<file path="config.mk">
export PLATFORM = sky130hd
export DESIGN_NAME = mti_front_flat
export DESIGN_NICKNAME = d
export VERILOG_FILES = /design/src/design/mti_pkg.sv /design/src/design/mti_ifs.sv /design/src/design/mti_front.sv /design/src/flat_wrapper.sv
export SDC_FILE = /design/constraint.sdc
export NUM_CORES = 1
export LEC_CHECK = 0
export BUFFER_PORTS_ARGS = -buffer_cell sky130_fd_sc_hd__buf_2
export CORE_MARGIN = 1
export CORE_UTILIZATION = 62
export DETAILED_ROUTE_END_ITERATION = 10
export PLACE_DENSITY = 0.89
export SYNTH_ARGS = -nofsm -noshare
export SYNTH_HDL_FRONTEND = slang
export SYNTH_SLANG_ARGS = --single-unit
</file>
<file path="constraint.sdc">
create_clock -name clk -period 41.7 [get_ports clk]
set_input_delay 8.34 -clock clk [delete_from_list [all_inputs] [get_ports clk]]
set_output_delay 8.34 -clock clk [all_outputs]
set_load 0.05 [all_outputs]
</file>
<file path="src/design/mti_pkg.sv">
// Shared types, widths, register codes and the triangle case table.
`default_nettype none
package mti_pkg;

  localparam int GRID_SIZE = 256;
  localparam int CELL_W    = 8;
  localparam int DENS_W    = 16;
  localparam int SPC_W     = 16;
  localparam int COORD_W   = 24;
  localparam int MAG_W     = DENS_W + 1;
  localparam int PROD_W    = MAG_W + SPC_W;
  localparam int REM_W     = PROD_W + 2;
  localparam int DIV_W     = MAG_W + 1;
  localparam int Q_W       = SPC_W + 1;
  localparam int LIM_W     = 13;
  localparam int CFG_IDX_W = 1;
  localparam int CFG_DAT_W = 16;

  localparam logic [CFG_IDX_W-1:0] REG_ISO     = 1'b0;
  localparam logic [CFG_IDX_W-1:0] REG_SPACING = 1'b1;
  localparam logic [SPC_W-1:0]     SPACING_RESET = 16'd25600;

  typedef logic [COORD_W-1:0]       coord_t;
  typedef logic signed [DENS_W-1:0] dens_t;

  typedef struct packed {
    dens_t            iso;
    logic [SPC_W-1:0] spacing;
  } cfg_t;

  typedef struct packed {
    coord_t base_x;
    coord_t base_y;
    logic   interp;
    logic   move_x;
    logic   neg_x;
    logic   move_y;
    logic   neg_y;
    dens_t  dp;
    dens_t  dq;
    logic   last;
  } job_t;

  function automatic logic [2:0] vert_count(input logic [2:0] flags);
    logic [2:0] n;
    case (flags)
      3'd0:    n = 3'd0;
      3'd3:    n = 3'd6;
      3'd5:    n = 3'd6;
      3'd6:    n = 3'd6;
      default: n = 3'd3;
    endcase
    return n;
  endfunction

  // Entry = first corner * 4 + second corner; equal corners mean the corner itself.
  function automatic logic [3:0] vert_entry(input logic [2:0] flags, input logic [2:0] slot);
    logic [3:0] e;
    case ({flags, slot})
      6'o11:   e = 4'd1;
      6'o12:   e = 4'd2;
      6'o20:   e = 4'd5;
      6'o21:   e = 4'd4;
      6'o22:   e = 4'd6;
      6'o31:   e = 4'd6;
      6'o32:   e = 4'd2;
      6'o34:   e = 4'd5;
      6'o35:   e = 4'd6;
      6'o40:   e = 4'd10;
      6'o41:   e = 4'd8;
      6'o42:   e = 4'd6;
      6'o51:   e = 4'd1;
      6'o52:   e = 4'd6;
      6'o53:   e = 4'd10;
      6'o55:   e = 4'd6;
      6'o60:   e = 4'd5;
      6'o61:   e = 4'd10;
      6'o62:   e = 4'd1;
      6'o63:   e = 4'd10;
      6'o64:   e = 4'd8;
      6'o65:   e = 4'd1;
      6'o71:   e = 4'd5;
      6'o72:   e = 4'd10;
      default: e = 4'd0;
    endcase
    return e;
  endfunction

endpackage
`default_nettype wire

</file>
<file path="src/design/mti_ifs.sv">
// Channel interfaces: cell input, vertex output and register write.
`default_nettype none
interface mti_cell_if;
  import mti_pkg::*;
  logic              valid;
  logic              ready;
  logic [CELL_W-1:0] cell_x;
  logic [CELL_W-1:0] cell_y;
  dens_t             dens_a;
  dens_t             dens_b;
  dens_t             dens_c;
  dens_t             dens_d;
  modport source(output valid, cell_x, cell_y, dens_a, dens_b, dens_c, dens_d, input ready);
  modport sink(input valid, cell_x, cell_y, dens_a, dens_b, dens_c, dens_d, output ready);
endinterface

`default_nettype wire

</file>
<file path="src/design/mti_front.sv">
// Front end: holds one cell, classifies both triangles; one vertex request per unstalled cycle.
`default_nettype none
module mti_front (
  input  logic          clk,
  input  logic          rst_n,
  mti_cell_if.sink      in_cell,
  input  mti_pkg::cfg_t cfg,
  output mti_pkg::job_t job,
  output logic          job_valid,
  input  logic          job_ready
);
  import mti_pkg::*;

  localparam logic [LIM_W-1:0] LIMIT = LIM_W'(GRID_SIZE - 1);

  logic       cell_v_r;
  logic       oob_r;
  logic [3:0] idx_r;
  coord_t     x0_r, x1_r, y0_r, y1_r;
  dens_t      da_r, db_r, dc_r, dd_r;

  logic [2:0] flags0, flags1, cnt0, cnt1, slot;
  logic [3:0] total, ent;
  logic       in_tri1, done, accept;
  coord_t     x0_nxt, y0_nxt;

  always_comb begin
    coord_t     tx [0:3];
    coord_t     ty [0:3];
    dens_t      td [0:3];
    logic [1:0] pi, qi;
    logic       hit_p, hit_q;

    flags0 = {dc_r > cfg.iso, dd_r > cfg.iso, da_r > cfg.iso};
    flags1 = {dd_r > cfg.iso, db_r > cfg.iso, da_r > cfg.iso};
    cnt0   = vert_count(flags0);
    cnt1   = vert_count(flags1);
    total  = oob_r ? 4'd0 : ({1'b0, cnt0} + {1'b0, cnt1});
    in_tri1 = idx_r >= {1'b0, cnt0};
    slot   = in_tri1 ? 3'(idx_r - {1'b0, cnt0}) : idx_r[2:0];
    ent    = vert_entry(in_tri1 ? flags1 : flags0, slot);
    pi     = ent[3:2];
    qi     = ent[1:0];

    tx[0] = x0_r; ty[0] = y0_r; td[0] = da_r;
    if (in_tri1) begin
      tx[1] = x1_r; ty[1] = y0_r; td[1] = db_r;
      tx[2] = x1_r; ty[2] = y1_r; td[2] = dd_r;
    end else begin
      tx[1] = x1_r; ty[1] = y1_r; td[1] = dd_r;
      tx[2] = x0_r; ty[2] = y1_r; td[2] = dc_r;
    end
    tx[3] = x0_r; ty[3] = y0_r; td[3] = da_r;

    hit_p = (pi == qi) || (td[pi] == cfg.iso) || (td[pi] == td[qi]);
    hit_q = !hit_p && (td[qi] == cfg.iso);

    job.base_x = hit_q ? tx[qi] : tx[pi];
    job.base_y = hit_q ? ty[qi] : ty[pi];
    job.interp = !hit_p && !hit_q;
    job.move_x = tx[qi] != tx[pi];
    job.neg_x  = tx[qi] < tx[pi];
    job.move_y = ty[qi] != ty[pi];
    job.neg_y  = ty[qi] < ty[pi];
    job.dp     = td[pi];
    job.dq     = td[qi];
    job.last   = idx_r == (total - 4'd1);
  end

  assign job_valid     = cell_v_r && (total != 4'd0);
  assign done          = (total == 4'd0) || (job_ready && job.last);
  assign in_cell.ready = !cell_v_r || done;
  assign accept        = in_cell.valid && in_cell.ready;
  assign x0_nxt = COORD_W'({16'b0, in_cell.cell_x} * {8'b0, cfg.spacing});
  assign y0_nxt = COORD_W'({16'b0, in_cell.cell_y} * {8'b0, cfg.spacing});

  always_ff @(posedge clk) begin
    if (!rst_n) begin
      cell_v_r <= 1'b0;
      idx_r    <= 4'd0;
    end else if (accept) begin
      cell_v_r <= 1'b1;
      idx_r    <= 4'd0;
    end else if (cell_v_r && done) begin
      cell_v_r <= 1'b0;
    end else if (job_valid && job_ready) begin
      idx_r <= idx_r + 4'd1;
    end
  end

  always_ff @(posedge clk) begin
    if (accept) begin
      oob_r <= ({5'b0, in_cell.cell_x} >= LIMIT) || ({5'b0, in_cell.cell_y} >= LIMIT);
      x0_r  <= x0_nxt;
      x1_r  <= x0_nxt + {8'b0, cfg.spacing};
      y0_r  <= y0_nxt;
      y1_r  <= y0_nxt + {8'b0, cfg.spacing};
      da_r  <= in_cell.dens_a;
      db_r  <= in_cell.dens_b;
      dc_r  <= in_cell.dens_c;
      dd_r  <= in_cell.dens_d;
    end
  end

endmodule
`default_nettype wire

</file>
<file path="src/flat_wrapper.sv">
// flat-port wrapper written by rule: the top's interface ports become plain ports
module mti_front_flat import mti_pkg::*;
  (clk, rst_n, cfg, job, job_valid, job_ready, in_cell_valid, in_cell_cell_x, in_cell_cell_y, in_cell_dens_a, in_cell_dens_b, in_cell_dens_c, in_cell_dens_d, in_cell_ready);
  mti_cell_if in_cell_i ();
  input  logic clk;
  input  logic rst_n;
  input  mti_pkg::cfg_t cfg;
  output mti_pkg::job_t job;
  output logic job_valid;
  input  logic job_ready;
  input wire logic [$bits(in_cell_i.valid)-1:0] in_cell_valid;
  input wire logic [$bits(in_cell_i.cell_x)-1:0] in_cell_cell_x;
  input wire logic [$bits(in_cell_i.cell_y)-1:0] in_cell_cell_y;
  input wire logic [$bits(in_cell_i.dens_a)-1:0] in_cell_dens_a;
  input wire logic [$bits(in_cell_i.dens_b)-1:0] in_cell_dens_b;
  input wire logic [$bits(in_cell_i.dens_c)-1:0] in_cell_dens_c;
  input wire logic [$bits(in_cell_i.dens_d)-1:0] in_cell_dens_d;
  output wire logic [$bits(in_cell_i.ready)-1:0] in_cell_ready;
  assign in_cell_i.valid = in_cell_valid;
  assign in_cell_i.cell_x = in_cell_cell_x;
  assign in_cell_i.cell_y = in_cell_cell_y;
  assign in_cell_i.dens_a = in_cell_dens_a;
  assign in_cell_i.dens_b = in_cell_dens_b;
  assign in_cell_i.dens_c = in_cell_dens_c;
  assign in_cell_i.dens_d = in_cell_dens_d;
  assign in_cell_ready = in_cell_i.ready;
  mti_front u_core (.clk(clk), .rst_n(rst_n), .in_cell(in_cell_i), .cfg(cfg), .job(job), .job_valid(job_valid), .job_ready(job_ready));
endmodule
</file>
* Word level (Yosys, flattened, before mapping)
Memories as Yosys holds them, arrays and structs flattened.
Cells that the tools add are included.
** Storage, ports and cells
- Register bits :: 166
- Bits in read-only memories :: 256
- Input port bits :: 116
- Output and inout bits :: 88
- Logic and storage cells :: 102
- Memories :: 1
** Memory list
- (no name shown) :: words 64, bits a word 4, read ports 1, clocked after Yosys merged registers in 0, wr ports 0, line mti_pkg.sv:59 : case ({flags, slot})
** Cells by class
- Add/subtract/negate cells :: 6
- $mul :: 2
- Magnitude comparators :: 11
- Eq/ne operators :: 13
- Mux-type cells :: 30
- Bitwise logic cells :: 4
- Reduce and logical (&&, ||, !) cells :: 24
** Operator list (number)
- 2-to-1 mux 24 bit :: 11
- binary-select mux 24 bit (select 2 bit) :: 4
- binary-select mux 16 bit (select 2 bit) :: 2
- greater-than comparator 16 bit :: 4
- 2-to-1 mux 16 bit :: 4
- adder 24 x 16 -> 24 bit :: 2
- equality test 16 bit :: 3
- less-than comparator 24 bit :: 2
- multiplier 8 x 16 -> 24 bit :: 2
- 2-to-1 mux 48 bit :: 1
- inequality test 24 bit :: 2
- 2-to-1 mux 32 bit :: 1
- >= comparator 8 bit (second input constant) :: 2
- equality test 3 bit (second input constant) :: 4
- one-hot mux 3 bit (2 select lines) :: 2
- logical AND 1 bit :: 7
- equality test 3 x 2 -> 1 bit (second input constant) :: 2
- >= comparator 3 bit (second input constant) :: 2
- zero test 3 bit :: 2
- 2-to-1 mux 3 bit :: 2
- inverter 2 -> 3 bit :: 2
- OR reduction 3 bit :: 2
- logical OR 1 bit :: 5
- adder 3 x 3 -> 4 bit :: 1
- 15 further kinds :: 19

* Logic depth before layout (Yosys ltp)
An unclocked memory read counts as a cell.
- Word-level depth :: 18
- Mapped depth :: 46

* Worst setup path before layout
No wires, ideal clock.
- Kind :: input port to output port
- Start :: input port cfg[31] (netlist name)
- End :: output port job[33] (netlist name)
- Arrival time :: 18936 ps
- Data required time :: 33360 ps
- Slack :: 14424 ps
- Stages :: 43
- Buffers on the path :: 6
- Cells stage by stage :: inv_1 ha_1 nand4_1 or4_1 o21ai_0 a41o_1 nand2_2 buf_6 buf_2 nor4_1 nor2_1 ha_1 inv_1 fa_1 a21o_1 a211o_1 clkbuf_1 mux2i_1 [7 not listed] buf_2 buf_2 a32oi_1 clkbuf_1 mux2i_1 ha_1 nor2b_1 o21ai_0 nand2b_1 a21oi_1 nor2b_1 o21ai_0 nand2b_1 a21oi_1 nor2b_1 o21ai_0 o31ai_1 a2111oi_0
** RTL lines
- start, declared :: line flat_wrapper.sv:7 : input mti_pkg::cfg_t cfg;
- end, declared :: line flat_wrapper.sv:8 : output mti_pkg::job_t job;

==> impl_metrics.ini <==
[detailed_routing]
detail-route-antenna-nets = 0
wl_per_cell_um = 20.9
firstDrtPassIters = 6
routed_via_density = 6.31
vias = 17572
drc_errors = 0
wirelength_mm = 58.2
drt_iter0_drc = 1417

[final_layout]
fin_nets = 2856
syn_to_final_growth_pct = 9.09
layout_common_cells = ha_1 (245), inv_1 (236), buf_2 (203)
layout-drive-gt1-share = 0.150
fillers = 2491
final_common_cell = ha_1
antenna_cells = 0
multi_input_area_um2 = 14900
seq_area_um2 = 4930

[synthesis]
synth_cell_type_count = 75
synthCells = 2176
synth_seq_cells = 166
ys.warnings.count = 0
synth.cell_area_um2 = 21100
seq_area_frac_synth = 0.234
synthArstFlopShare = 0
syn_avg_cell_area_um2 = 9.68
yosys-top-cells-area = edfxtp_1 (23%), fa_1 (16%), ha_1 (15%)
synth_top_area_share = 0.229
ys.flop_type = edfxtp_1
synth_nets = 2709
synth_enable_flop_cells = 161
yosysTopAreaCell = edfxtp_1

[setup_path]
arrival_ns = 18.67
worst_setup_path_end_kind = output port
cp-startpoint = cfg[30]
startpoint_type = primary input
cp_slowest_cell = nor4_1
critPathMaxFanout = 48
crit_type = in -> out
slowest_delay_ns = 0.87
worstPathRequired_ns = 33.36
regToRegStartpoint = u_core.da_r[15]

[global_route]
grt_usage = 0.337
grt_pass1_wl_mm = 93.4
grt_pass1_vias = 18519
antenna_found_initial = 1
grt-ovfl-total = 0
grt_max_degree = 89

[sta]
drv_slew = 0
hold_violations = 0
worst_pin_slew_ns = 1.09
min_period_over_period = 0.648
skew_ns = 0.0200
fin_setup_tns_ns = 0
slew_headroom = 0.276
period_needed_ns = 27.01
setup_slack_ns = 14.69
rsz0062_at_grt = no
max_freq_ghz = 0.0370
setup_violations = 0

[worst_hold_path]
min_path_type = reg -> reg
min_from = u_core.idx_r[0]

[die]
die_w_um = 186
coreArea_um2 = 33400
die_h_um = 186
pin_count = 204
dieArea_um2 = 34700
start_util = 0.630
rows = 67

[clock_network]
cts_setup_buffers = 0
clk_pin_slew_ns = 0.07
cts_sinks = 166
root_buffer = clkbuf_16
ctsHoldBuffers = 0
clock_path_buffers = 2
cts_tree = yes
worstSkewPairLatency_ns = 0.46
htree_levels = 4
post_cts_resized = 0
cts_buffers = 17

[outcome]
outcome = completed

[placement]
hpwl_mm = 44.5
gp_congestion = 1.01
place_ws_ns = 14.86
port_buffers = 203

[job]
maxCapViolations = 0
[logic make-up (layout without fill, tap and decap cells)]
family                     after synthesis  after routing  synth area share
AOI/OAI and AO/OA                      369            369             0.121
xor gates and xnor gates               133            133            0.0553
adders and majority gates              417            417             0.309
buffers and inverters                  323            483            0.0597
DFF                                    166            166             0.234
muxes                                  132            132            0.0660
and+or+nand+nor                        636            636             0.155
[area by class of cell]
cell class,instances,share of cell area
Tap cell,448,0.0244
Inverter,236,0.0385
Clock inverter,14,0.00604
Multi-Input combinational cell,1687,0.650
Sequential cell,166,0.215
Timing Repair Buffer,215,0.0481
Clock buffer,18,0.0187
[metal layers]
layer / vias to the layer above / GRT usage / wire length, µm
met5: - / 0 / 13
met2: 944 / 0.590 / 28900
li1: 7935 / - / -
met3: 229 / 0.0513 / 4520
met1: 8462 / 0.400 / 21800
met4: 2 / 0.175 / 2990
[through the flow]
stage | cell area [µm²] | hold WS (ns) | std cells | utilization
6_report | 23000 | 0.617 | 2784 | 0.687
5_1_grt | 23000 | 0.642 | 2784 | 0.687
4_1_cts | 23000 | 0.606 | 2784 | 0.687
3_5_place_dp | 22400 | 0.593 | 2752 | 0.670
3_3_place_gp | 22400 | 0.570 | 2752 | 0.670
2_1_floorplan | 21100 | 0.501 | 2176 | -
[final timing paths]
kind | cells after the start | slack, ns | endpoint
worst max-delay path | 32 | 14.69 | job[62]
worst min-delay path | 2 | 0.62 | u_core.idx_r[0]
worst max register to register | 21 | 33.79 | u_core.x0_r[22]
worst min register to register | 2 | 0.62 | u_core.idx_r[0]
[worst max-delay path, delay by kind of cell]
kind | cells | cell delay, ns
adders and majority gates | 4 | 1.07
and+or+nand+nor | 9 | 3.71
buffers and inverters | 7 | 1.83
muxes | 3 | 1.20
xor gates and xnor gates | 2 | 0.45
AOI/OAI and AO/OA | 7 | 1.99
[state kept, by name (all words and copies together) (netlist names)]
name,flops
u_core.oob_r,1
u_core.dd_r,16
u_core.y1_r,24
u_core.da_r,16
u_core.y0_r,24
u_core.cell_v_r,1
u_core.db_r,16
u_core.dc_r,16
u_core.x0_r,24
u_core.x1_r,24
u_core.idx_r,4
[cell usage after synthesis (7+ instances only)]
cell type,n
nand4_1,35
ha_1,245
a221o_1,12
a21oi_2,17
nor3_1,12
mux2_2,51
o21ai_0,48
edfxtp_1,161
nand3_1,43
o21a_1,13
o211ai_1,9
buf_1,9
nand2b_1,14
a21o_1,30
fa_1,172
nor4_1,58
a22oi_1,8
or2_2,8
nor2_1,73
o21bai_1,23
nand2_1,199
mux2i_1,80
a211oi_1,8
a21oi_1,115
xnor2_1,106
buf_2,7
or3_1,7
and2_1,138
nor2b_1,28
xor2_1,27
inv_1,236
clkbuf_1,66
Power is left out: the tool's default activity adds up to more than one toggle a clock period on the data nets, which glitch-free logic cannot reach.
