## src/design/mti_pkg.sv

```systemverilog
// Shared types, widths, register codes and the triangle case table.
`default_nettype none
package mti_pkg;

  localparam int GRID_SIZE = 256;
  localparam int CELL_W    = 8;
  localparam int DENS_W    = 16;
  localparam int SPC_W     = 16;
  localparam int COORD_W   = 24;
  localparam int MAG_W     = DENS_W + 1;
  localparam int PROD_W    = MAG_W + SPC_W;
  localparam int REM_W     = PROD_W + 2;
  localparam int DIV_W     = MAG_W + 1;
  localparam int Q_W       = SPC_W + 1;
  localparam int LIM_W     = 13;
  localparam int CFG_IDX_W = 1;
  localparam int CFG_DAT_W = 16;

  localparam logic [CFG_IDX_W-1:0] REG_ISO     = 1'b0;
  localparam logic [CFG_IDX_W-1:0] REG_SPACING = 1'b1;
  localparam logic [SPC_W-1:0]     SPACING_RESET = 16'd25600;

  typedef logic [COORD_W-1:0]       coord_t;
  typedef logic signed [DENS_W-1:0] dens_t;

  typedef struct packed {
    dens_t            iso;
    logic [SPC_W-1:0] spacing;
  } cfg_t;

  typedef struct packed {
    coord_t base_x;
    coord_t base_y;
    logic   interp;
    logic   move_x;
    logic   neg_x;
    logic   move_y;
    logic   neg_y;
    dens_t  dp;
    dens_t  dq;
    logic   last;
  } job_t;

  function automatic logic [2:0] vert_count(input logic [2:0] flags);
    logic [2:0] n;
    case (flags)
      3'd0:    n = 3'd0;
      3'd3:    n = 3'd6;
      3'd5:    n = 3'd6;
      3'd6:    n = 3'd6;
      default: n = 3'd3;
    endcase
    return n;
  endfunction

  // Entry = first corner * 4 + second corner; equal corners mean the corner itself.
  function automatic logic [3:0] vert_entry(input logic [2:0] flags, input logic [2:0] slot);
    logic [3:0] e;
    case ({flags, slot})
      6'o11:   e = 4'd1;
      6'o12:   e = 4'd2;
      6'o20:   e = 4'd5;
      6'o21:   e = 4'd4;
      6'o22:   e = 4'd6;
      6'o31:   e = 4'd6;
      6'o32:   e = 4'd2;
      6'o34:   e = 4'd5;
      6'o35:   e = 4'd6;
      6'o40:   e = 4'd10;
      6'o41:   e = 4'd8;
      6'o42:   e = 4'd6;
      6'o51:   e = 4'd1;
      6'o52:   e = 4'd6;
      6'o53:   e = 4'd10;
      6'o55:   e = 4'd6;
      6'o60:   e = 4'd5;
      6'o61:   e = 4'd10;
      6'o62:   e = 4'd1;
      6'o63:   e = 4'd10;
      6'o64:   e = 4'd8;
      6'o65:   e = 4'd1;
      6'o71:   e = 4'd5;
      6'o72:   e = 4'd10;
      default: e = 4'd0;
    endcase
    return e;
  endfunction

endpackage
`default_nettype wire

```

## src/design/mti_ifs.sv

```systemverilog
// Channel interfaces: cell input, vertex output and register write.
`default_nettype none


interface mti_vert_if;
  import mti_pkg::*;
  logic   valid;
  logic   ready;
  coord_t vert_x;
  coord_t vert_y;
  logic   last_vertex;
  modport source(output valid, vert_x, vert_y, last_vertex, input ready);
  modport sink(input valid, vert_x, vert_y, last_vertex, output ready);
endinterface

`default_nettype wire

```

## src/design/mti_back.sv

```systemverilog
// Vertex pipeline: multiply, pipelined rounding divider, coordinate step, output register.
`default_nettype none
module mti_back (
  input  logic          clk,
  input  logic          rst_n,
  input  mti_pkg::cfg_t cfg,
  input  mti_pkg::job_t job,
  input  logic          job_valid,
  output logic          job_ready,
  mti_vert_if.source    out_vert
);
  import mti_pkg::*;

  logic             v_r   [0:Q_W];
  logic [REM_W-1:0] rem_r [0:Q_W];
  logic [DIV_W-1:0] d_r   [0:Q_W];
  logic [Q_W-1:0]   q_r   [0:Q_W];
  job_t             job_r [0:Q_W];

  logic [REM_W-1:0] rem_nxt [1:Q_W];
  logic [Q_W-1:0]   q_nxt   [1:Q_W];

  logic             out_v_r;
  coord_t           vx_r, vy_r;
  logic             last_r;
  logic             adv;
  logic [MAG_W-1:0] an_mag, ad_mag;
  logic signed [MAG_W-1:0] diff_n, diff_d;
  job_t             tail;
  coord_t           t;

  assign adv       = !out_v_r || out_vert.ready;
  assign job_ready = adv;

  assign diff_n = MAG_W'(cfg.iso) - MAG_W'(job.dp);
  assign diff_d = MAG_W'(job.dq) - MAG_W'(job.dp);
  assign an_mag = diff_n[MAG_W-1] ? MAG_W'(-diff_n) : diff_n;
  assign ad_mag = diff_d[MAG_W-1] ? MAG_W'(-diff_d) : diff_d;

  // One quotient bit per stage; numerator is 2*|num| + |den| for round-half-away.
  always_comb begin
    logic [REM_W-1:0] rin;
    logic [REM_W:0]   trial;
    for (int k = 0; k < Q_W; k++) begin
      if (k == 0)
        rin = {rem_r[0][REM_W-2:0], 1'b0} + REM_W'(d_r[0][DIV_W-1:1]);
      else
        rin = rem_r[k];
      trial = {1'b0, rin} - ((REM_W+1)'(d_r[k]) << (Q_W - 1 - k));
      if (!trial[REM_W]) begin
        rem_nxt[k+1] = trial[REM_W-1:0];
        q_nxt[k+1]   = q_r[k] | (Q_W'(1) << (Q_W - 1 - k));
      end else begin
        rem_nxt[k+1] = rin;
        q_nxt[k+1]   = q_r[k];
      end
    end
  end

  assign tail = job_r[Q_W];
  assign t    = COORD_W'(q_r[Q_W]);

  always_ff @(posedge clk) begin
    if (!rst_n) begin
      for (int k = 0; k <= Q_W; k++) v_r[k] <= 1'b0;
      out_v_r <= 1'b0;
    end else if (adv) begin
      v_r[0] <= job_valid;
      for (int k = 1; k <= Q_W; k++) v_r[k] <= v_r[k-1];
      out_v_r <= v_r[Q_W];
    end
  end

  always_ff @(posedge clk) begin
    if (adv) begin
      rem_r[0] <= REM_W'(an_mag) * REM_W'(cfg.spacing);
      d_r[0]   <= {ad_mag, 1'b0};
      q_r[0]   <= '0;
      job_r[0] <= job;
      for (int k = 1; k <= Q_W; k++) begin
        rem_r[k] <= rem_nxt[k];
        d_r[k]   <= d_r[k-1];
        q_r[k]   <= q_nxt[k];
        job_r[k] <= job_r[k-1];
      end
      if (tail.interp && tail.move_x)
        vx_r <= tail.neg_x ? tail.base_x - t : tail.base_x + t;
      else
        vx_r <= tail.base_x;
      if (tail.interp && tail.move_y)
        vy_r <= tail.neg_y ? tail.base_y - t : tail.base_y + t;
      else
        vy_r <= tail.base_y;
      last_r <= tail.last;
    end
  end

  assign out_vert.valid       = out_v_r;
  assign out_vert.vert_x      = vx_r;
  assign out_vert.vert_y      = vy_r;
  assign out_vert.last_vertex = last_r;

endmodule
`default_nettype wire

```

## src/flat_wrapper.sv

```systemverilog
// flat-port wrapper written by rule: the top's interface ports become plain ports
module mti_back_flat import mti_pkg::*;
  (clk, rst_n, cfg, job, job_valid, job_ready, out_vert_valid, out_vert_vert_x, out_vert_vert_y, out_vert_last_vertex, out_vert_ready);
  mti_vert_if out_vert_i ();
  input  logic clk;
  input  logic rst_n;
  input  mti_pkg::cfg_t cfg;
  input  mti_pkg::job_t job;
  input  logic job_valid;
  output logic job_ready;
  output wire logic [$bits(out_vert_i.valid)-1:0] out_vert_valid;
  output wire logic [$bits(out_vert_i.vert_x)-1:0] out_vert_vert_x;
  output wire logic [$bits(out_vert_i.vert_y)-1:0] out_vert_vert_y;
  output wire logic [$bits(out_vert_i.last_vertex)-1:0] out_vert_last_vertex;
  input wire logic [$bits(out_vert_i.ready)-1:0] out_vert_ready;
  assign out_vert_valid = out_vert_i.valid;
  assign out_vert_vert_x = out_vert_i.vert_x;
  assign out_vert_vert_y = out_vert_i.vert_y;
  assign out_vert_last_vertex = out_vert_i.last_vertex;
  assign out_vert_i.ready = out_vert_ready;
  mti_back u_core (.clk(clk), .rst_n(rst_n), .cfg(cfg), .job(job), .job_valid(job_valid), .job_ready(job_ready), .out_vert(out_vert_i));
endmodule
```

## config.mk

```make
export PLATFORM = sky130hd
export DESIGN_NAME = mti_back_flat
export DESIGN_NICKNAME = d
export VERILOG_FILES = /design/src/design/mti_pkg.sv /design/src/design/mti_ifs.sv /design/src/design/mti_back.sv /design/src/flat_wrapper.sv
export SDC_FILE = /design/constraint.sdc
export NUM_CORES = 2
export LEC_CHECK = 0
export BUFFER_PORTS_ARGS = -buffer_cell sky130_fd_sc_hd__buf_2
export CELL_PAD_IN_SITES_DETAIL_PLACEMENT = 1
export CELL_PAD_IN_SITES_GLOBAL_PLACEMENT = 2
export CORE_MARGIN = 4
export CORE_UTILIZATION = 47
export CTS_BUF_LIST = sky130_fd_sc_hd__clkbuf_8
export DETAILED_ROUTE_END_ITERATION = 10
export GPL_TIMING_DRIVEN = 0
export HOLD_SLACK_MARGIN = 0.05
export PLACE_DENSITY = 0.83
export SYNTH_ARGS = -nofsm -noshare
export SYNTH_HDL_FRONTEND = slang
export SYNTH_SLANG_ARGS = --single-unit
```

## constraint.sdc

```tcl
create_clock -name clk -period 112.7 [get_ports clk]
set_input_delay 22.54 -clock clk [delete_from_list [all_inputs] [get_ports clk]]
set_output_delay 22.54 -clock clk [all_outputs]
set_load 0.01 [all_outputs]
```

After elaboration in Yosys (flattened, before gate mapping)
Memory sizes are Yosys's and may differ from the RTL's. A register that Yosys moved wholly into a read port is not among the register bits. Cells that the tools add are included.

Flip-flop bits (word level): 49. Input bits: 122. RAM bits: 2826. Output and inout bits: 51. Memories kept: 5.

Memories: u_core.job_r (depth 18, width 86, read ports 18, clocked after Yosys merged registers in 0, write ports 18, line mti_back.sv:18) `job_t job_r [0:Q_W];`; u_core.rem_r (depth 18, width 35, read ports 17, clocked after Yosys merged registers in 0, write ports 18, line mti_back.sv:15) `logic [REM_W-1:0] rem_r [0:Q_W];`; u_core.d_r (depth 18, width 18, read ports 17, clocked after Yosys merged registers in 0, write ports 18, line mti_back.sv:16) `logic [DIV_W-1:0] d_r [0:Q_W];`; u_core.q_r (depth 18, width 17, read ports 18, clocked after Yosys merged registers in 0, write ports 18, line mti_back.sv:17) `logic [Q_W-1:0] q_r [0:Q_W];`; u_core.v_r (depth 18, width 1, read ports 18, clocked after Yosys merged registers in 1, write ports 18, line mti_back.sv:14) `logic v_r [0:Q_W];`.

Mux-type cells: 63. Bitwise logic cells: 18. Reduce and logical (&&, ||, !) cells: 5. Multipliers: 1. $add $sub $neg: 26.

Operators with widths (count): 2-to-1 mux 35 bit (17); 2-to-1 mux 24 bit (4); 2-to-1 mux 17 bit (3); adder 24 x 17 -> 24 bit (2); subtractor 24 x 17 -> 24 bit (2); subtractor 35 x 18 -> 36 bit (1); subtractor 35 x 19 -> 36 bit (1); subtractor 35 x 20 -> 36 bit (1); subtractor 35 x 21 -> 36 bit (1); subtractor 35 x 22 -> 36 bit (1); subtractor 35 x 23 -> 36 bit (1); subtractor 35 x 24 -> 36 bit (1); subtractor 35 x 25 -> 36 bit (1); subtractor 35 x 26 -> 36 bit (1); subtractor 35 x 27 -> 36 bit (1); subtractor 35 x 28 -> 36 bit (1); subtractor 35 x 29 -> 36 bit (1); subtractor 35 x 30 -> 36 bit (1); subtractor 35 x 31 -> 36 bit (1); subtractor 35 x 32 -> 36 bit (1); subtractor 35 x 33 -> 36 bit (1); subtractor 35 x 34 -> 36 bit (1); adder 35 x 17 -> 35 bit (1); negation 17 bit (2); 22 further kinds (65).

Logic depth before layout (Yosys ltp)
Depth in word-level cells: 6. Mapped depth: 35. Mapped depth without buffers: 34.

Least setup slack after synthesis
Ideal clock, no wire load.

Path kind: input to output. Start point: in out_vert_ready. End point: out job_ready. Data arrival time: 77710 ps. Required time: 90160 ps. Slack: 12450 ps. Cell stages on the path: 3. Path through: nor2b_1 > clkinv_1 > clkbuf_1.

Word-level cells in the longest chain between the ends: 1.

RTL lines: start: declaration (line flat_wrapper.sv:15) `input wire logic [$bits(out_vert_i.ready)-1:0] out_vert_ready;`; logical OR 1 bit (line mti_back.sv:32) `assign adv = !out_v_r || out_vert.ready;`; end: declaration (line flat_wrapper.sv:10) `output logic job_ready;`.

Every way passes these cells.

Final worst setup path
Ends and elaborated chain as after synthesis.

==> results by group <==
Status
  • Status: complete, no violations

Timing
  • WHS: 0.327 ns
  • Fin. max-slew vios: 0
  • RSZ-0062 raised after global routing: no
  • Hold Vio Cnt, Final: 0
  • Final Setup Violations: 0
  • Part of the cycle the worst path needs: 0.432
  • Relative slew margins: 0.144
  • Fmax: around 21 MHz
  • Clock Skew: 0.164 ns
  • Crit path time final: slightly below 50 ns
  • Worst slew pin tran: around 1.3 ns

Clocking
  • Post-CTS Repair Setup Buffers: 0
  • CTS Root Cell: clkbuf_8
  • Post-CTS sizing: 0
  • Worst skew pair latency: approximately 1.1 ns
  • Worst-path clk slew: ~0.060 ns
  • CTS tree: built
  • Num CTS Buffers: about 350
  • Hold Buf Count CTS: 0
  • Clock sinks: 2,059
  • H-tree depth: 5
  • Clock buffer depth: 4

Setup path
  • Worst path max stage delay: 0.57 ns
  • Required @ worst endpoint: approximately 90 ns
  • Most Frequent Cell on Critical Path: buf_16
  • Crit path max-delay cell type: clkbuf_4
  • CP arrival: between 20 and 30 ns
  • Worst Setup End Kind: output port
  • CP max FO: between 70 and 80
  • Crit Path Category: in -> out
  • Worst-path cell chain: buf_2, nor2b_1, clkinv_1, clkbuf_4, buf_12, buf_16, buf_16, buf_16, buf_16, buf_16, buf_16, buf_2
  • CP startpoint kind: input pin

Synth
  • Net count after synthesis: roughly 7,900
  • Number of synthesized register bits: 2,059
  • EDFF count, synth: between 2,000 and 2,500
  • Avg Inst Size Synth: roughly 14 sq um
  • Complex-gate fraction of the synthesized area: 0.0809
  • Largest cells by area after synthesis: edfxtp_1 64%, ha_1 6.4%, fa_1 4.8%, inv_1 2.6%, xnor2_1 2.5%
  • Synth Instances: between 7,000 and 8,000
  • Top FF cell, synth: edfxtp_1
  • Xor/xnor cell area share of the yosys netlist: 0.0414
  • Synth cell types: 85
  • Post-synth top area share: 0.636
  • Sequential fraction of the synthesis area: 0.639
  • Cell area after synthesis: roughly 96,000 sq um
  • Synth area leader: edfxtp_1
  • Synth warnings: 0
  • Ys async rst share: 0
  • Count leader, synth: edfxtp_1
  • Synth Area in Adders: 0.111
  • Largest family of logic cells by synthesized area: adder cells
  • Post-Synth Simple-Gate Area: 0.0856
  • Post-synthesis mux area share: 0.00980
  • Top cells by count, synth: 2,041 x edfxtp_1, 679 x inv_1, 509 x nand2_1, 490 x ha_1, 376 x nor2_1

Floorplanning
  • Initial Utilization: 0.475
  • FP Rows: around 170
  • Die Y: between 400 and 500 um
  • IO Pins: between 150 and 200
  • Die area: between 200,000 and 250,000 sq um
  • Area of the core: between 200,000 and 250,000 sq um
  • Die Wd: 461 um

Layout
  • Layout cell share with drive strength beyond 1: 0.0955
  • Synth-to-Final Area Change: 11.7%
  • Nets: roughly 8,400

Detailed routing
  • TritonRoute pass-1 iters: 5
  • # DRC: 0
  • Via density: between 5 and 6
  • Post-detailed-route count of antenna-violating nets: 0
  • DRT iter0 DRCs: 2,907
  • Routed via count: between 50,000 and 60,000
  • Routed length per instance: between 20 and 25 um
  • DRT Wirelength: between 200,000 and 250,000 um

GRT
  • Largest net degree at the start of global routing: 78
  • Initial antenna violation count: 9
  • First-pass GRT wire length: around 340,000 um
  • Global route overflow: 0
  • GRT Total Usage: 0.203
  • Vias in the first global route: ~62,000

Flow run
  • MaxCap Viol Count: 0

Placement
  • Count of buffers from port buffering: 168
  • Routability cong.: between 0.8 and 0.9
  • Placed wire-length estimate: between 150,000 and 200,000 um

Worst hold path
  • Worst Hold Class: reg -> reg
==> state kept, by name (all words and copies together), names as in the netlist <==
signal / flops
u_core.out_vert.vert_x: 24
u_core.job_r: 972
u_core.out_vert.last_vertex: 1
u_core.v_r: 18
u_core.rem_r: 593
u_core.d_r: 273
u_core.q_r: 153
u_core.out_vert.vert_y: 24
u_core.out_vert.valid: 1
==> path summary, 6_finish.rpt <==
check	from	to	slack [ns]	depth (start not counted)
max	out_vert_ready	job_ready	64.00	12
min	u_core.job_r[6][84]	u_core.job_r[7][84]	0.33	0
min reg2reg	u_core.job_r[6][84]	u_core.job_r[7][84]	0.33	0
max reg2reg	u_core.d_r[0][2]	u_core.rem_r[1][18]	105.03	24
==> worst max-delay path: cells and delay by family <==
kind | cells | cell delay (ns)
simple gates | 1 | 0.07
buf+inv | 11 | 3.34
==> cell families (layout without fill, tap and decap cells) <==
group,after synthesis,after routing
buffers and inverters,813,1611
XOR/XNOR,456,456
AND/OR/NAND/NOR,1682,1682
AO/OA/AOI/OAI,1234,1234
adder cells (fa/ha/maj),719,719
multiplexers,86,86
flip-flops,2059,2059
other,0,4
==> routing by layer <==
layer	vias to the layer above	global-route usage	wire [um]
met5	-	0	31
met4	4	0.0729	7160
met3	391	0.0326	7510
met2	986	0.370	112000
met1	28000	0.243	86400
li1	26700	-	-
==> cell type report <==
type / instances / area [sq um]
diodes: 4 / 10.0
plain buffers: 131 / 502
clock buffers: 353 / 4860
clock inverters: 244 / 1390
fillers: 20300 / 95400
inverters: 682 / 2560
multi-input cells: 4177 / 31700
flip-flops and latches: 2059 / 61600
well taps: 2672 / 3340
repair buffers: 201 / 1710
==> placed cells by master (no fill, tap or decap), types with 133 or more instances in the layout <==
cell / Yosys / layout
a21o_1: 133 / 133
a21oi_1: 338 / 338
and2_1: 138 / 138
buf_2: 4 / 172
clkbuf_8: 0 / 353
edfxtp_1: 2041 / 2041
fa_1: 229 / 229
ha_1: 490 / 490
inv_1: 679 / 770
nand2_1: 509 / 509
nor2_1: 376 / 376
o21ai_0: 322 / 321
xnor2_1: 272 / 272
xor2_1: 184 / 184
==> metrics by stage <==
step	std cells	util	instance area (sq um)	setup WS, ns	setup TNS [ns]
3_3_place_gp	9889	0.495	101000	-11.75	-11.75
3_5_place_dp	9922	0.499	101000	64.00	0
6_report	10500	0.530	108000	64.00	0
2_1_floorplan	7049	-	96400	12.45	0
5_1_grt	10500	0.530	108000	63.69	0
4_1_cts	10500	0.530	108000	63.94	0
Power is not shown: default switching activity piles up to over one toggle a cycle in this logic, so the estimate is an artifact.
