`src/design/mti_pkg.sv`:
```
// Shared types, widths, register codes and the triangle case table.
`default_nettype none
package mti_pkg;

  localparam int GRID_SIZE = 256;
  localparam int CELL_W    = 8;
  localparam int DENS_W    = 16;
  localparam int SPC_W     = 16;
  localparam int COORD_W   = 24;
  localparam int MAG_W     = DENS_W + 1;
  localparam int PROD_W    = MAG_W + SPC_W;
  localparam int REM_W     = PROD_W + 2;
  localparam int DIV_W     = MAG_W + 1;
  localparam int Q_W       = SPC_W + 1;
  localparam int LIM_W     = 13;
  localparam int CFG_IDX_W = 1;
  localparam int CFG_DAT_W = 16;

  localparam logic [CFG_IDX_W-1:0] REG_ISO     = 1'b0;
  localparam logic [CFG_IDX_W-1:0] REG_SPACING = 1'b1;
  localparam logic [SPC_W-1:0]     SPACING_RESET = 16'd25600;

  typedef logic [COORD_W-1:0]       coord_t;
  typedef logic signed [DENS_W-1:0] dens_t;

  typedef struct packed {
    dens_t            iso;
    logic [SPC_W-1:0] spacing;
  } cfg_t;

  typedef struct packed {
    coord_t base_x;
    coord_t base_y;
    logic   interp;
    logic   move_x;
    logic   neg_x;
    logic   move_y;
    logic   neg_y;
    dens_t  dp;
    dens_t  dq;
    logic   last;
  } job_t;

  function automatic logic [2:0] vert_count(input logic [2:0] flags);
    logic [2:0] n;
    case (flags)
      3'd0:    n = 3'd0;
      3'd3:    n = 3'd6;
      3'd5:    n = 3'd6;
      3'd6:    n = 3'd6;
      default: n = 3'd3;
    endcase
    return n;
  endfunction

  // Entry = first corner * 4 + second corner; equal corners mean the corner itself.
  function automatic logic [3:0] vert_entry(input logic [2:0] flags, input logic [2:0] slot);
    logic [3:0] e;
    case ({flags, slot})
      6'o11:   e = 4'd1;
      6'o12:   e = 4'd2;
      6'o20:   e = 4'd5;
      6'o21:   e = 4'd4;
      6'o22:   e = 4'd6;
      6'o31:   e = 4'd6;
      6'o32:   e = 4'd2;
      6'o34:   e = 4'd5;
      6'o35:   e = 4'd6;
      6'o40:   e = 4'd10;
      6'o41:   e = 4'd8;
      6'o42:   e = 4'd6;
      6'o51:   e = 4'd1;
      6'o52:   e = 4'd6;
      6'o53:   e = 4'd10;
      6'o55:   e = 4'd6;
      6'o60:   e = 4'd5;
      6'o61:   e = 4'd10;
      6'o62:   e = 4'd1;
      6'o63:   e = 4'd10;
      6'o64:   e = 4'd8;
      6'o65:   e = 4'd1;
      6'o71:   e = 4'd5;
      6'o72:   e = 4'd10;
      default: e = 4'd0;
    endcase
    return e;
  endfunction

endpackage
`default_nettype wire

```
`src/design/mti_queue.sv`:
```
// Four-entry request queue between the front end and the vertex pipeline.
`default_nettype none
module mti_queue (
  input  logic          clk,
  input  logic          rst_n,
  input  mti_pkg::job_t push_job,
  input  logic          push_valid,
  output logic          push_ready,
  output mti_pkg::job_t pop_job,
  output logic          pop_valid,
  input  logic          pop_ready
);
  import mti_pkg::*;

  job_t       mem [0:3];
  logic [1:0] wr_ptr_r, rd_ptr_r;
  logic [2:0] count_r;
  logic       push, pop;

  assign push_ready = count_r != 3'd4;
  assign pop_valid  = count_r != 3'd0;
  assign push       = push_valid && push_ready;
  assign pop        = pop_valid && pop_ready;
  assign pop_job    = mem[rd_ptr_r];

  always_ff @(posedge clk) begin
    if (!rst_n) begin
      wr_ptr_r <= 2'd0;
      rd_ptr_r <= 2'd0;
      count_r  <= 3'd0;
    end else begin
      if (push) wr_ptr_r <= wr_ptr_r + 2'd1;
      if (pop) rd_ptr_r <= rd_ptr_r + 2'd1;
      if (push && !pop) count_r <= count_r + 3'd1;
      else if (pop && !push) count_r <= count_r - 3'd1;
    end
  end

  always_ff @(posedge clk) begin
    if (push) mem[wr_ptr_r] <= push_job;
  end

endmodule
`default_nettype wire

```
`config.mk`:
```
export PLATFORM = sky130hd
export DESIGN_NAME = mti_queue
export DESIGN_NICKNAME = d
export VERILOG_FILES = /design/src/design/mti_pkg.sv /design/src/design/mti_queue.sv
export SDC_FILE = /design/constraint.sdc
export NUM_CORES = 1
export LEC_CHECK = 0
export ABC_CLOCK_PERIOD_IN_PS = 7900
export CORE_ASPECT_RATIO = 2
export CORE_MARGIN = 3
export CORE_UTILIZATION = 54
export CTS_BUF_LIST = sky130_fd_sc_hd__clkbuf_4
export CTS_CLUSTER_DIAMETER = 50
export DETAILED_ROUTE_END_ITERATION = 6
export DONT_BUFFER_PORTS = 1
export MAX_ROUTING_LAYER = met4
export PLACE_DENSITY_LB_ADDON = 0.1
export SYNTH_ARGS = -nofsm -noshare
export SYNTH_HDL_FRONTEND = slang
export SYNTH_SLANG_ARGS = --single-unit
```
`constraint.sdc`:
```
create_clock -name clk -period 7.9 [get_ports clk]
set_clock_uncertainty 0.05 [all_clocks]
set_input_delay 0 -clock clk [delete_from_list [all_inputs] [get_ports clk]]
set_output_delay 0 -clock clk [all_outputs]
set_load 0.1 [all_outputs]
```
## Yosys cells after proc, flatten, opt, wreduce, memory -nomap -nowiden

Memories as Yosys holds them, arrays and structs flattened. A register that Yosys moved wholly into a read port is not among the register bits.
Index checks and enable logic that the tools add are counted.
Widths: inputs -> output; s select.

| word-level totals | value |
|---|---|
| flip-flop bits (word level) | 7 |
| memory bits (writable) | 344 |
| input bits | 90 |
| output and inout bits | 88 |
| logic and storage cells | 23 |
| memories | 1 |

Memory list:

| name | words | width | read ports | clocked after Yosys merged registers in | wr ports | RTL line | RTL |
|---|---|---|---|---|---|---|---|
| mem | 4 | 86 | 1 | 1 | 1 | mti_queue.sv:15 | `job_t mem [0:3];` |

| operators by class | value |
|---|---|
| add/subtract/negate cells | 4 |
| equal/unequal tests | 1 |
| muxes and demuxes | 6 |
| reductions and logical operators | 8 |

Operator list:

| kind | number |
|---|---|
| $mux 3 | 2 |
| $add 2x1->2 const B | 2 |
| $logic_and 1x1->1 | 4 |
| $mux 2 | 2 |
| $add 3x1->3 const B | 1 |
| $ne 3x3->1 const B | 1 |
| $reduce_bool 3->1 | 1 |
| $sub 3x1->3 const B | 1 |
| $logic_not 1->1 | 2 |
| $mux 1 | 2 |
| $reduce_bool 2->1 | 1 |

## Logic depth before layout (Yosys ltp)

Gate-level depths: netlist of run 1.

| depth | value |
|---|---|
| depth after elaboration | 6 |
| mapped depth | 8 |
| depth with buffers taken out | 8 |

## Least setup slack after synthesis of run 1

OpenSTA, ideal clock, no wires.

| timing | value |
|---|---|
| kind | reg2reg |
| start point | reg count_r[0] |
| end point | mem mem[0][0] (netlist bit) (enable) |
| setup time | 0.454 ns |
| arrival | 2.819 ns |
| setup slack | 4.577 ns |
| stages on the path, launching flop included | 4 |
| path buffers | 0 |
| period minus slack after synthesis | 3.323 ns |
| path through | dfxtp_1 > nor2_1 > a21boi_2 > and2_1 |

| on the way | value |
|---|---|
| cells in the longest elaborated chain, start to end | 4 |

Ends and longest elaborated chain:

| item | RTL line | RTL |
|---|---|---|
| from (decl) | mti_queue.sv:17 | `logic [2:0] count_r;` |
| from (signal assigned) | mti_queue.sv:34 | `if (push && !pop) count_r <= count_r + 3'd1;` |
| from (signal assigned) | mti_queue.sv:35 | `else if (pop && !push) count_r <= count_r - 3'd1;` |
| $ne 3x3->1 | mti_queue.sv:20 | `assign push_ready = count_r != 3'd4;` |
| $logic_and 1x1->1 | mti_queue.sv:22 | `assign push = push_valid && push_ready;` |
| via push | mti_queue.sv:18 | `logic push, pop;` |
| $mux 1 | mti_queue.sv:40 | `if (push) mem[wr_ptr_r] <= push_job;` |
| $mux 1 (implied by the code) | mti_queue.sv:40 |  |
| to (decl) | mti_queue.sv:15 |  |

The timed path passes the listed nets, and every way through them passes these cells.

==> flow_summary_export.csv, run 1 <==
group,metric,value,unit
outcome,outcome,"finished clean",
detailed_routing,vias,5919,
synthesis,ys_seq_area_share,81.4,%
placement,port_buffers,0,
pwr,leakagePower,0.00511,µW
pwr,seq_power_share,39.2,%
setup_path,rrSetupSlack,5.18,ns
global_routing,grt_overflow,0,
pwr,comb_power_share,40.0,%
detailed_routing,drtIter0Drc,318,
synthesis,netlist_area,0.0129,mm²
synthesis,synth_seq_cells,353,
sta,min_period_over_period,43.9,%
floorplanning,placementRows,79,
sta,worst_pin_slew,1.10,ns
final_layout,finalCoreUtilization,67.5,%
clock_network,cts_sinks,353,
final_layout,nets,830,
clock_network,cts_resized,0,
detailed_routing,wirelength,23.9,mm
sta,relSlewSlack,26.7,%
setup_path,cp_max_fo,51,
floorplanning,die-width,115,µm
detailed_routing,wl_met3,1.71,mm
setup_path,critPathLaunchType,"flop",
floorplanning,core_area,0.0234,mm²
synthesis,synthMuxAreaShare,15.2,%
pwr,intPower,3370,µW
synthesis,ys_top_cells_by_area,"edfxtp_1 (80%), mux4_2 (15%), dfxtp_1 (1.4%)",
detailed_routing,top_layer,"met4",
synthesis,synth_top_area_share,80.0,%
sta,slew_viol_final,0,
sta,setup_violations,0,
synthesis,syn-num-nets,594,
final_layout,area_growth_syn_to_layout,22.4,%
synthesis,synthCells,498,
clock_network,h-tree-depth,3,
sta,hold_viol_final,0,
job,drv_cap,0,
sta,max_freq,0.288,GHz
setup_path,rr_endpoint,"mem[3][44]$_DFFE_PP_",
global_routing,antenna_found_initial,2,
sta,period_needed,3.47,ns
clock_network,post-cts-setup-buffer-count,0,
sta,tns,0,ns
global_routing,first_global_vias,6808,
synthesis,synth_area_leader_cell,"edfxtp_1",
global_routing,gr-usage-all-layers,20.2,%
global_routing,grt_max_degree,73,
placement,dp.final_hpwl,13.0,mm
detailed_routing,via_per_inst,5.54,
sta,rsz0062_at_grt,"false",
floorplanning,start_util,55.1,%
detailed_routing,wl_met1,8.04,mm
setup_path,cp.arrival,3.42,ns
placement,gp_congestion,0.733,
clock_network,cts-root-buf,"clkbuf_4",
setup_path,setup.worst_path.class,"reg2out",
global_routing,grt_pass1_wl,37.3,mm
pwr,switching_power,2710,µW
pwr,clkPwrFrac,20.8,%
setup_path,regToRegStartpoint,"count_r[0]$_SDFFE_PN0P_",
detailed_routing,wl_met2,13.3,mm
synthesis,synth_xor_xnor_area_share,0.271,%
synthesis,synth-compound-area-share,0.310,%
detailed_routing,ant_nets,0,
synthesis,synth_top_family_by_area,"multiplexers",
synthesis,yosys_warnings,0,
setup_path,ff2ff_path_depth,4,
clock_network,cts.clk_slew.worst_paths,0.07,ns
synthesis,synth-simple-area-share,0.707,%
floorplanning,die-area,0.0259,mm²
pwr,p_per_area,384,mW/mm²
clock_network,cts_tree,"built",
clock_network,cts_buffers,73,
synthesis,synthAdderAreaFrac,0.639,%
clock_network,cts_buffer_depth,3,
setup_path,cp-end-kind,"output port",
final_layout,fillers,1469,
detailed_routing,wl_per_cell,22.3,µm
clock_network,clkLatencyLatePin,0.72,ns
synthesis,yosys.cell_types.count,23,
detailed_routing,first_pass_iters,4,
clock_network,cts_hold_buf,176,
setup_path,cp.required,7.85,ns
floorplanning,die_h,225,µm
pwr,switching_share,44.6,%
worst_hold_path,hold_class,"in2reg",
detailed_routing,remaining_drc_errors,0,
setup_path,crit_end,"pop_job[33]",
pwr,peakVddDrop,0.226,mV
floorplanning,io_pins,178,
final_layout,drive_above_1_share,26.1,%
synthesis,synth.avg_cell_area,25.9,µm²
-- logic make-up after synthesis --
family | after synthesis
AOI/OAI and AO/OA | 5
and+or+nand+nor | 17
adders and majority gates | 6
DFF | 353
buffers and inverters | 24
muxes | 89
xor gates and xnor gates | 4
-- layer usage --
| layer | vias up | GRT usage, % |
|---|---|---|
| met2 | 229 | 34.3 |
| met3 | 52 | 7.16 |
| met1 | 2992 | 20.5 |
| met4 | 0 | 9.17 |
| li1 | 2646 | - |
| met5 | - | - |
-- power by group through the flow --
stage	Clock [µW]	Combinational, µW	Sequential, µW
final	1270	2430	2380
after global routing	1400	2500	2410
after CTS	1310	2450	2390
after detailed placement	0	2360	2430
after global placement	0	2350	2420
after floorplan	0	2280	2360
-- state kept, by name, summed over array words and instances (netlist names), named ones only --
name,count
mem,344
rd_ptr_r,2
count_r,3
wr_ptr_r,2
-- critical path, cell delays in order (launching register included) --
cell and delay, ns:
dfxtp_4 0.83, buf_4 0.86, mux4_2 0.90
-- worst min path at each step --
stage | from | endpoint | slack [ns] | cells after the start
global placement | push_job[26] | mem[2][26]$_DFFE_PP_ | 0.05 | 0
finish | rst_n | flop | 0.14 | 2
CTS | rst_n | flop | 0.04 | 2
floorplan | push_job[0] | mem[0][0]$_DFFE_PP_ | 0.05 | 0
detailed placement | push_job[66] | mem[0][66]$_DFFE_PP_ | 0.05 | 0
global route | rst_n | count_r[2]$_SDFFE_PN0P_ | 0.08 | 2
-- Yosys cell counts, drive strengths merged --
| cell type | number |
|---|---|
| edfxtp | 344 |
| mux4 | 86 |
| buf | 16 |
| dfxtp | 9 |
| and2 | 8 |
| clkbuf | 5 |
| ha | 5 |
| nand2 | 5 |
| inv | 3 |
| mux2i | 3 |
| xnor2 | 3 |
| a21boi | 2 |
| or3 | 2 |
| fa | 1 |
| nor2 | 1 |
| nor2b | 1 |
| o21ai | 1 |
| o311ai | 1 |
| o31ai | 1 |
| xor2 | 1 |
-- per-stage QoR --
step | cells | hold slack [ns] | setup WS, ns | cell area [µm²] | total power [µW]
global route | 1069 | 0.0797 | 4.02 | 15800 | 6310
global placement | 766 | 0.0490 | 5.04 | 13200 | 4770
CTS | 1066 | 0.0429 | 4.17 | 15800 | 6150
finish | 1069 | 0.135 | 4.43 | 15800 | 6070
floorplan | 498 | 0.0489 | 4.58 | 12900 | 4640
detailed placement | 766 | 0.0490 | 5.01 | 13200 | 4790
-- area by class of cell --
class,instances,area [µm²],area share [%]
antenna,3,7.51,0.0475
clock buffer,97,728,4.61
clock inverter,27,160,1.01
inverter,3,11.3,0.0712
multi-input combinational,121,2230,14.1
sequential,353,10500,66.5
tap,283,354,2.24
timing repair buffer,182,1810,11.4
-- layout by cell type, fill, tap and decap left out, types with 5 or more instances in the layout --
cell type	synthesis	routed
mux4_2	86	86
nand2_1	5	5
clkbuf_4	0	97
buf_4	0	6
clkinv_2	0	5
clkinv_1	0	19
dfxtp_1	9	7
ha_1	5	5
edfxtp_1	344	344
dlygate4sd3_1	0	176
(Power assumes the default switching activity.)
==> run 2: changes to the inputs <==
Settings changed: ABC_CLOCK_PERIOD_IN_PS 7900 to 2900.
Clock period 7.9 ns to 2.9 ns, I/O delays scaled along.
==> run 2 against run 1 <==
Final cell count grew 1.2%. Flip-flop and latch count did not move. Cell area up 1.1%. Wire length grew 4.6%. Largest cell class unchanged. Worst hold slack gained 0.046 ns.
==> flow_summary_export.csv, run 2 (synthesis gave the netlist of run 1 again) <==
group,metric,value,unit
final_layout,largest_register_ffs,344,
final_layout,reg_top3,"mem: 344 flops, count_r: 3 flops",
sta,period_needed,2.54,ns
setup_path,cp_max_fo,34,
setup_path,critPathLaunchType,"flop",
placement,dp.final_hpwl,14.7,mm
placement,dp_cells,776,
clock_network,cts_tree,"built",
floorplanning,core_area,0.0234,mm²
pwr,totalPowerFinal,16800,µW
global_routing,first_global_vias,6928,
detailed_routing,wl_per_cell,23.1,µm
setup_path,crit_family,"multiplexers",
clock_network,h-tree-depth,3,
floorplanning,die-width,115,µm
detailed_routing,first_pass_iters,4,
detailed_routing,drtIter0Drc,385,
setup_path,setup.worst_path.class,"reg2out",
sta,tns,0,ns
sta,relSlewSlack,38.9,%
detailed_routing,ant_nets,0,
global_routing,grt_max_degree,47,
sta,worst_hold_slack,0.181,ns
detailed_routing,via_per_inst,5.62,
sta,max_freq,0.393,GHz
final_layout,fillers,1464,
clock_network,clkLatencyLatePin,0.66,ns
final_layout,nets,840,
floorplanning,start_util,55.1,%
clock_network,cts_buffers,73,
floorplanning,die-area,0.0259,mm²
global_routing,grt_overflow,0,
placement,gp_congestion,0.793,
setup_path,cp.arrival,2.49,ns
detailed_routing,wirelength,25.0,mm
setup_path,cp_cell_sequence,"buf_12, mux4_2",
worst_hold_path,hold_class,"in2reg",
detailed_routing,vias,6085,
floorplanning,io_pins,178,
placement,port_buffers,0,
clock_network,cts.clk_slew.worst_paths,0.07,ns
setup_path,slowest_delay,0.85,ns
setup_path,cp-end-kind,"output port",
final_layout,fin_cells,1082,
job,drv_cap,0,
final_layout,final_common_cell,"edfxtp_1",
floorplanning,die_h,225,µm
setup_path,cp.required,2.85,ns
sta,worst_pin_slew,0.918,ns
setup_path,crit_path_top_delay_cell,"mux4_2",
clock_network,cts-root-buf,"clkbuf_4",
setup_path,crit_buf_inv,1,
clock_network,cts_buffer_depth,3,
global_routing,grt_pass1_wl,38.6,mm
sta,setup_violations,0,
pwr,p_per_area,1050,mW/mm²
sta,slew_viol_final,0,
final_layout,area_growth_syn_to_layout,23.8,%
final_layout,largest-register,"mem",
floorplanning,placementRows,79,
pwr,peakVddDrop,0.889,mV
global_routing,gr-usage-all-layers,20.8,%
final_layout,drive_above_1_share,28.3,%
sta,rsz0062_at_grt,"false",
outcome,outcome,"finished clean",
global_routing,antenna_found_initial,1,
detailed_routing,remaining_drc_errors,0,
clock_network,cts_sinks,353,
final_layout,final_cell_mix,"edfxtp_1 (344), dlygate4sd3_1 (176), clkbuf_4 (113)",
sta,hold_viol_final,0,
pwr,leakagePower,0.00522,µW
sta,min_period_over_period,87.7,%
run 2: metrics by stage:
| stage | cell area [µm²] | setup WS, ns | utilization (%) |
|---|---|---|---|
| 4_1_cts | 16000 | 0.211 | 68.3 |
| 3_5_place_dp | 13300 | 0.529 | 56.8 |
| 6_report | 16000 | 0.355 | 68.3 |
| 5_1_grt | 16000 | 0.158 | 68.3 |
| 3_3_place_gp | 13300 | 0.664 | 56.8 |
| 2_1_floorplan | 12900 | 0.517 | - |
run 2: what timing repair did:
action / 4_1_cts / 5_1_grt
endpoints found under the hold margin: 411 / 0
resized for setup: 0 / 0
buffers inserted: 0 / 0
hold buffers: 176 / 0
run 2: layer usage:
| metal | part of all wire [%] | up-vias | global-route usage [%] |
|---|---|---|---|
| met1 | 35 | 3151 | 22.3 |
| met4 | 2.6 | 0 | 9.02 |
| met5 | 0 | - | - |
| met3 | 5.5 | 48 | 4.90 |
| met2 | 57 | 209 | 36.1 |
| li1 | - | 2677 | - |
run 2: area by class of cell:
| cell class | count | area [µm²] | area share (%) |
|---|---|---|---|
| Multi-Input combinational cell | 121 | 2230 | 13.9 |
| Sequential cell | 353 | 10500 | 65.8 |
| Clock buffer | 113 | 848 | 5.30 |
| Tap cell | 283 | 354 | 2.21 |
| Antenna cell | 1 | 2.50 | 0.0156 |
| Timing Repair Buffer | 192 | 1970 | 12.3 |
| Clock inverter | 16 | 62.6 | 0.391 |
| Inverter | 3 | 11.3 | 0.0704 |
run 2: worst min-delay path, stage by stage:
cell and delay (ns):
dlygate4sd3_1 0.67, nand2_1 0.12, mux2i_1 0.06
run 2: where the power goes:
part / switching [µW] / internal [µW] / total (µW) / leakage (µW)
sequential: 231 / 6190 / 6420 / 0.00323
combinational: 5520 / 1320 / 6840 / 0.00143
clock: 1720 / 1770 / 3490 / 0.000555
run 2: final timing paths:
check,startpoint,to,slack (ns),depth (start not counted)
setup / recovery,flop,pop_job[23],0.36,2
hold / removal,rst_n,wr_ptr_r[0]$_SDFFE_PN0P_,0.18,3
setup reg to reg,count_r[0]$_SDFFE_PN0P_,count_r[2]$_SDFFE_PN0P_,0.42,8
hold reg to reg,wr_ptr_r[0]$_SDFFE_PN0P_,wr_ptr_r[0]$_SDFFE_PN0P_,0.46,2
